==> config.mk <==
export PLATFORM = sky130hd
export DESIGN_NAME = distinct_value_union_filter_top
export DESIGN_NICKNAME = d
export VERILOG_FILES = /design/src/hdl/dvuf_pkg.sv /design/src/hdl/distinct_value_union_filter_top.sv /design/src/hdl/dvuf_fifo.sv /design/src/hdl/dvuf_search.sv
export SDC_FILE = /design/constraint.sdc
export NUM_CORES = 2
export LEC_CHECK = 0
export BUFFER_PORTS_ARGS = -buffer_cell sky130_fd_sc_hd__buf_2
export CAP_MARGIN = 10
export CORE_UTILIZATION = 38
export DETAILED_ROUTE_END_ITERATION = 12
export SETUP_SLACK_MARGIN = 0.5
export SLEW_MARGIN = 20
export SYNTH_ARGS = -nofsm -noshare
export SYNTH_HDL_FRONTEND = slang
export SYNTH_HIERARCHICAL = 1
export SYNTH_SLANG_ARGS = --single-unit
==> constraint.sdc <==
create_clock -name clk -period 11.3 [get_ports clk]
set_input_delay 1.13 -clock clk [delete_from_list [all_inputs] [get_ports clk]]
set_output_delay 1.13 -clock clk [all_outputs]
set_load 0.01 [all_outputs]
==> src/hdl/dvuf_pkg.sv <==
`timescale 1ns / 1ps
`default_nettype none
// ============================================================================
// Distinct value union filter package
// Item types shared by the search engine, the top level and the testbench.
// ============================================================================
package dvuf_pkg;

    localparam int unsigned VALUE_W = 32;

    typedef struct packed {
        logic signed [VALUE_W-1:0] value;
        logic                      restart;
    } in_item_t;

    typedef struct packed {
        logic signed [VALUE_W-1:0] new_value;
        logic                      overflow;
    } out_item_t;

endpackage : dvuf_pkg
`default_nettype wire

==> src/hdl/distinct_value_union_filter_top.sv <==
`timescale 1ns / 1ps
`default_nettype none
// ============================================================================
// Distinct value union filter
// Passes on each signed 32-bit value the first time it is seen since the last restart, drops repeats.
// ============================================================================
// Items enter through a two-entry input queue and results leave through a
// two-entry output queue, so either side may stall without holding up the
// other. The search engine takes one item at a time and sweeps the stored set
// through the single read port of its memory, one cell per cycle. A new value
// is compared against every value held (at most SET_DEPTH) before it is
// emitted; a repeat ends the sweep at the matching cell and is dropped.
// A restart item empties the set before its own value is handled. When the
// set is full, new values are passed on with the overflow flag set and are
// not stored. No clearing pass is needed after reset.
// ============================================================================
module distinct_value_union_filter_top
    import dvuf_pkg::*;
#(
    parameter int unsigned SET_DEPTH = 64
) (
    input  wire logic     clk,
    input  wire logic     rst_n,
    input  wire logic     push,
    output logic          full,
    input  wire in_item_t item,
    output logic          empty,
    input  wire logic     pop,
    output out_item_t     result
);

    localparam int unsigned IN_W  = $bits(in_item_t);
    localparam int unsigned OUT_W = $bits(out_item_t);

    logic            q_in_empty;
    logic            q_in_pop;
    logic [IN_W-1:0] q_in_data;
    logic            q_out_full;
    logic            q_out_push;
    out_item_t       q_out_item;
    logic [OUT_W-1:0] q_out_data;

    dvuf_fifo #(
        .WIDTH (IN_W),
        .DEPTH (2)
    ) u_in_fifo (
        .clk   (clk),
        .rst_n (rst_n),
        .push  (push),
        .wdata (item),
        .full  (full),
        .pop   (q_in_pop),
        .rdata (q_in_data),
        .empty (q_in_empty)
    );

    dvuf_search #(
        .SET_DEPTH (SET_DEPTH)
    ) u_search (
        .clk      (clk),
        .rst_n    (rst_n),
        .in_empty (q_in_empty),
        .in_pop   (q_in_pop),
        .in_item  (in_item_t'(q_in_data)),
        .out_full (q_out_full),
        .out_push (q_out_push),
        .out_item (q_out_item)
    );

    dvuf_fifo #(
        .WIDTH (OUT_W),
        .DEPTH (2)
    ) u_out_fifo (
        .clk   (clk),
        .rst_n (rst_n),
        .push  (q_out_push),
        .wdata (q_out_item),
        .full  (q_out_full),
        .pop   (pop),
        .rdata (q_out_data),
        .empty (empty)
    );

    assign result = out_item_t'(q_out_data);

endmodule : distinct_value_union_filter_top
`default_nettype wire

==> src/hdl/dvuf_fifo.sv <==
`timescale 1ns / 1ps
`default_nettype none
// ============================================================================
// Small synchronous queue
// Register-based first-in first-out buffer with push/full and pop/empty.
// ============================================================================
module dvuf_fifo #(
    parameter int unsigned WIDTH = 33,
    parameter int unsigned DEPTH = 2
) (
    input  wire logic             clk,
    input  wire logic             rst_n,
    input  wire logic             push,
    input  wire logic [WIDTH-1:0] wdata,
    output logic                  full,
    input  wire logic             pop,
    output logic [WIDTH-1:0]      rdata,
    output logic                  empty
);

    localparam int unsigned PW = (DEPTH > 1) ? $clog2(DEPTH) : 1;

    logic [WIDTH-1:0] store_reg [DEPTH];
    logic [PW:0]      wr_ptr_reg;
    logic [PW:0]      rd_ptr_reg;
    logic             do_push;
    logic             do_pop;

    assign empty   = (wr_ptr_reg == rd_ptr_reg);
    assign full    = (wr_ptr_reg[PW] != rd_ptr_reg[PW]) &&
                     (wr_ptr_reg[PW-1:0] == rd_ptr_reg[PW-1:0]);
    assign do_push = push && !full;
    assign do_pop  = pop && !empty;
    assign rdata   = store_reg[rd_ptr_reg[PW-1:0]];

    always_ff @(posedge clk or negedge rst_n)
    begin
        if (!rst_n)
        begin
            wr_ptr_reg <= '0;
            rd_ptr_reg <= '0;
        end
        else
        begin
            if (do_push)
            begin
                wr_ptr_reg <= wr_ptr_reg + 1'b1;
            end
            if (do_pop)
            begin
                rd_ptr_reg <= rd_ptr_reg + 1'b1;
            end
        end
    end

    always_ff @(posedge clk)
    begin
        if (do_push)
        begin
            store_reg[wr_ptr_reg[PW-1:0]] <= wdata;
        end
    end

endmodule : dvuf_fifo
`default_nettype wire

==> src/hdl/dvuf_search.sv <==
`timescale 1ns / 1ps
`default_nettype none
// ============================================================================
// Distinct value search engine
// Sweeps the stored set for each item, appends new values while there is room and emits them.
// ============================================================================
module dvuf_search
    import dvuf_pkg::*;
#(
    parameter int unsigned SET_DEPTH = 64
) (
    input  wire logic     clk,
    input  wire logic     rst_n,
    input  wire logic     in_empty,
    output logic          in_pop,
    input  wire in_item_t in_item,
    input  wire logic     out_full,
    output logic          out_push,
    output out_item_t     out_item
);

    localparam int unsigned AW = $clog2(SET_DEPTH);
    localparam int unsigned CW = $clog2(SET_DEPTH + 1);

    typedef enum logic [1:0] {
        ST_IDLE,
        ST_SCAN,
        ST_EMIT
    } state_t;

    state_t                    state_reg;
    logic [CW-1:0]             count_reg;
    logic [CW-1:0]             idx_reg;
    logic                      rd_pend_reg;
    logic signed [VALUE_W-1:0] val_reg;

    logic [VALUE_W-1:0]        mem [SET_DEPTH];
    logic [VALUE_W-1:0]        rd_data_reg;

    logic                      match;
    logic                      swept;
    logic                      rd_en;
    logic                      store_full;
    logic                      wr_en;

    assign match      = rd_pend_reg && (rd_data_reg == val_reg);
    assign swept      = (idx_reg >= count_reg);
    assign rd_en      = (state_reg == ST_SCAN) && !match && !swept;
    assign store_full = (count_reg == CW'(SET_DEPTH));

    assign in_pop             = (state_reg == ST_IDLE) && !in_empty;
    assign out_push           = (state_reg == ST_EMIT) && !out_full;
    assign out_item.new_value = val_reg;
    assign out_item.overflow  = store_full;
    assign wr_en              = out_push && !store_full;

    always_ff @(posedge clk or negedge rst_n)
    begin
        if (!rst_n)
        begin
            state_reg   <= ST_IDLE;
            count_reg   <= '0;
            idx_reg     <= '0;
            rd_pend_reg <= 1'b0;
            val_reg     <= '0;
        end
        else
        begin
            unique case (state_reg)
                ST_IDLE:
                begin
                    if (in_pop)
                    begin
                        // A restart empties the set before its own value is looked up.
                        if (in_item.restart)
                        begin
                            count_reg <= '0;
                        end
                        val_reg     <= in_item.value;
                        idx_reg     <= '0;
                        rd_pend_reg <= 1'b0;
                        state_reg   <= ST_SCAN;
                    end
                end
                ST_SCAN:
                begin
                    if (match)
                    begin
                        rd_pend_reg <= 1'b0;
                        state_reg   <= ST_IDLE;
                    end
                    else if (!swept)
                    begin
                        idx_reg     <= idx_reg + 1'b1;
                        rd_pend_reg <= 1'b1;
                    end
                    else
                    begin
                        rd_pend_reg <= 1'b0;
                        state_reg   <= ST_EMIT;
                    end
                end
                ST_EMIT:
                begin
                    if (out_push)
                    begin
                        if (!store_full)
                        begin
                            count_reg <= count_reg + 1'b1;
                        end
                        state_reg <= ST_IDLE;
                    end
                end
                default:
                begin
                    state_reg <= ST_IDLE;
                end
            endcase
        end
    end

    // Single-port set store: reads happen only while sweeping, writes only on emit.
    always_ff @(posedge clk)
    begin
        if (wr_en)
        begin
            mem[count_reg[AW-1:0]] <= val_reg;
        end
        if (rd_en)
        begin
            rd_data_reg <= mem[idx_reg[AW-1:0]];
        end
    end

endmodule : dvuf_search
`default_nettype wire

==> results.cfg <==
[run_status]
outcome = finished, final reports clean

[detailed_routing]
drcViolationCount = 0
avgViaCountPerCell = 5.75
drtIter0Drc = 4766
drt_wl_total_um = 228000
vias = 42300
firstDrtPassIters = 7
drtAntennaViolNets = 0
post_drt_wl_per_cell_um = 31.1

[synthesis]
async_reset_ff_share_pct = 2.51
avgSynthCellArea_um2 = 22.0
synth_cell_types = 50
yosysWarnings = 6
ys_seq_area_share_pct = 78.3
synth_top_cells_by_count = edfxtp_1, mux4_2, nor2_1
synth_top_area_share_pct = 76.7
synth_fp_nets = 3992
synth_ff_type = edfxtp_1
synth-edff-count = 2212
mappedNetlistArea_um2 = 86600
synth-seq-cells = 2269
synth_largest_area_cell = edfxtp_1
synth_area_leaders = edfxtp_1, mux4_2, dfrtp_1, mux2_1, mux2i_1
synthCells = 3945
yosysMostFrequentCell = edfxtp_1

[timing]
slew_headroom_pct = 27.6
finalHoldViolations = 0
tns_ns = 0
fmax_ghz = 0.198
rsz0062_at_grt = no
worst_pin_slew_ns = 1.08
setup_viol = 0
layout_min_cycle_time_ns = 5.05
finalCritPeriodShare_pct = 44.7
finClkSkew_ns = 0.0395
timing.hold.ws_ns = 0.441
slew_viol_final = 0

[clocking]
cts_max_level = 4
cts_tree = built
cts_root_buffer = clkbuf_16
clk_path_buf_depth = 3
postCtsSetupRepairBufs = 0
clk_pin_slew_ns = 0.06
cts_sinks = 2269
numCtsBuffers = 216
cts_resized = 0
holdBufCountCts = 0
clk_latency_ns = 0.88

[flow_run]
cap_violations = 0

[floorplan]
core-area_um2 = 226000
die_w_um = 479
start_util_pct = 38.4
io_pins = 72
dieHeight_um = 479
num_rows = 174
dieArea_um2 = 230000

[grt]
grt_pass1_wl_um = 323000
grt.overflow.total = 0
grt_max_degree = 116
antenna_found_initial = 11
grt_pass1_vias = 42400
grt_usage_pct = 19.9

[final_layout]
final_cells = 7355
syn2layout_area_growth_pct = 13.6
final_nets = 4214
drive_gt1_share_pct = 26.4
largest_register_ffs = 2048
fin_util_pct = 43.6

[worst_hold_path]
min_path_type = input port to register

[setup_path]
worst-path-max-fanout = 115
worstSetupPathType = register to register
start_kind = register
critPathArrivalTime_ns = 5.64
crit_top_cell = mux4_2
worstSetupEndpointType = register
cpPeakStageDelay_ns = 0.90
critical-path-top-delay-family = buffers and inverters
r2r_setup_slack_ns = 6.25
cpMaxStageDelayCell = dfrtp_4
crit_chain = buf_12 > buf_4 > mux4_2 > mux4_2 > a21oi_1 > nand3_1
crit_buf_inv = 2
cp.required_ns = 11.89

[power_and_ir_drop]
ir_drop_uv = 230
swShare_pct = 31.2
clkPwrFrac_pct = 29.2
pwr-share-comb_pct = 23.6
p_int_mw = 16.3
seqPwrFrac_pct = 47.2
leakage_nw = 30.1
power_density_nw_per_um2 = 241
net-switching-power_mw = 7.41

[placement]
placed_cells = 6940
routabilityCongestion = 0.827
dpl.hpwl_um = 120000
port_buffers = 71
[worst register-to-register path, cell delays in order (launching register included)]
cell     delay [ns]
dfrtp_4        0.90
buf_12         0.76
buf_4          0.97
mux4_2         0.63
mux4_2         0.58
a21oi_1        0.79
nand3_1        0.14
[power groups by stage]
stage	logic (mW)	registers (mW)	clock network (mW)
after global placement	5.56	11.4	0
after detailed placement	5.65	11.4	0
final	5.61	11.2	6.94
after CTS	5.66	11.2	7.07
after global routing	5.92	11.2	7.36
after floorplan	2.87	11.6	0
[per-layer routing]
layer	up-vias	GRT usage, %	part of all wire, %
li1	17000	-	-
met1	23100	28.1	41
met2	1924	31.4	47
met3	272	3.94	8.9
met4	0	5.66	2.5
met5	-	0	0
[path summary, 6_finish.rpt]
path | from | to | depth (start not counted)
min reg2reg | u_search/rd_pend_reg | u_search/rd_pend_reg | 2
max | u_search/idx_reg[0] | u_search/rd_data_reg[22] | 6
min | item[2] | u_in_fifo/store_reg[1][2] | 1
max reg2reg | u_search/idx_reg[0] | u_search/rd_data_reg[22] | 6
min in group asynchronous | rst_n | u_search/val_reg[16] | 2
max in group asynchronous | rst_n | u_search/idx_reg[3] | 2
[cells in the final DEF, fill, tap and decap left out, types with 33 or more instances in the layout]
master,instances
mux4_2,518
o221ai_1,62
clkbuf_16,217
edfxtp_1,2212
nand3_1,47
nand2_1,116
a21oi_1,73
a22oi_1,56
clkbuf_1,57
mux2i_1,66
clkinv_1,66
buf_2,71
nor2_1,86
mux2_1,68
dfrtp_2,33
nor2_4,65
xor2_1,33
o211ai_1,60
o21ai_0,87
buf_4,139
[final cells by class]
cell class                 count  area [um2]
antenna                        7        17.5
clock buffer                 282        5750
clock inverter               125        1040
fill                       19000      127000
inverter                      14        57.6
multi-input combinational   1445       18200
sequential                  2269       67900
tap                         2992        3740
timing repair buffer         221        1650
[logic make-up after synthesis]
family                     share of synthesized area, %
AOI/OAI and AO/OA                                  2.88
xor gates and xnor gates                          0.452
adders and majority gates                         0.144
buffers and inverters                              1.28
DFF                                                78.3
muxes                                              15.1
and+or+nand+nor                                    1.80
[through the flow]
stage               setup WS (ns)  cell area (um2)  total power, mW
finish                       6.25            98400             23.8
global route                 6.04            98400             24.5
CTS                          6.19            98300             23.9
detailed placement           6.23            91500             17.0
global placement             6.21            91400             16.9
floorplan                    7.00            86600             14.4
No activity file was read; power rests on OpenSTA's default activity.
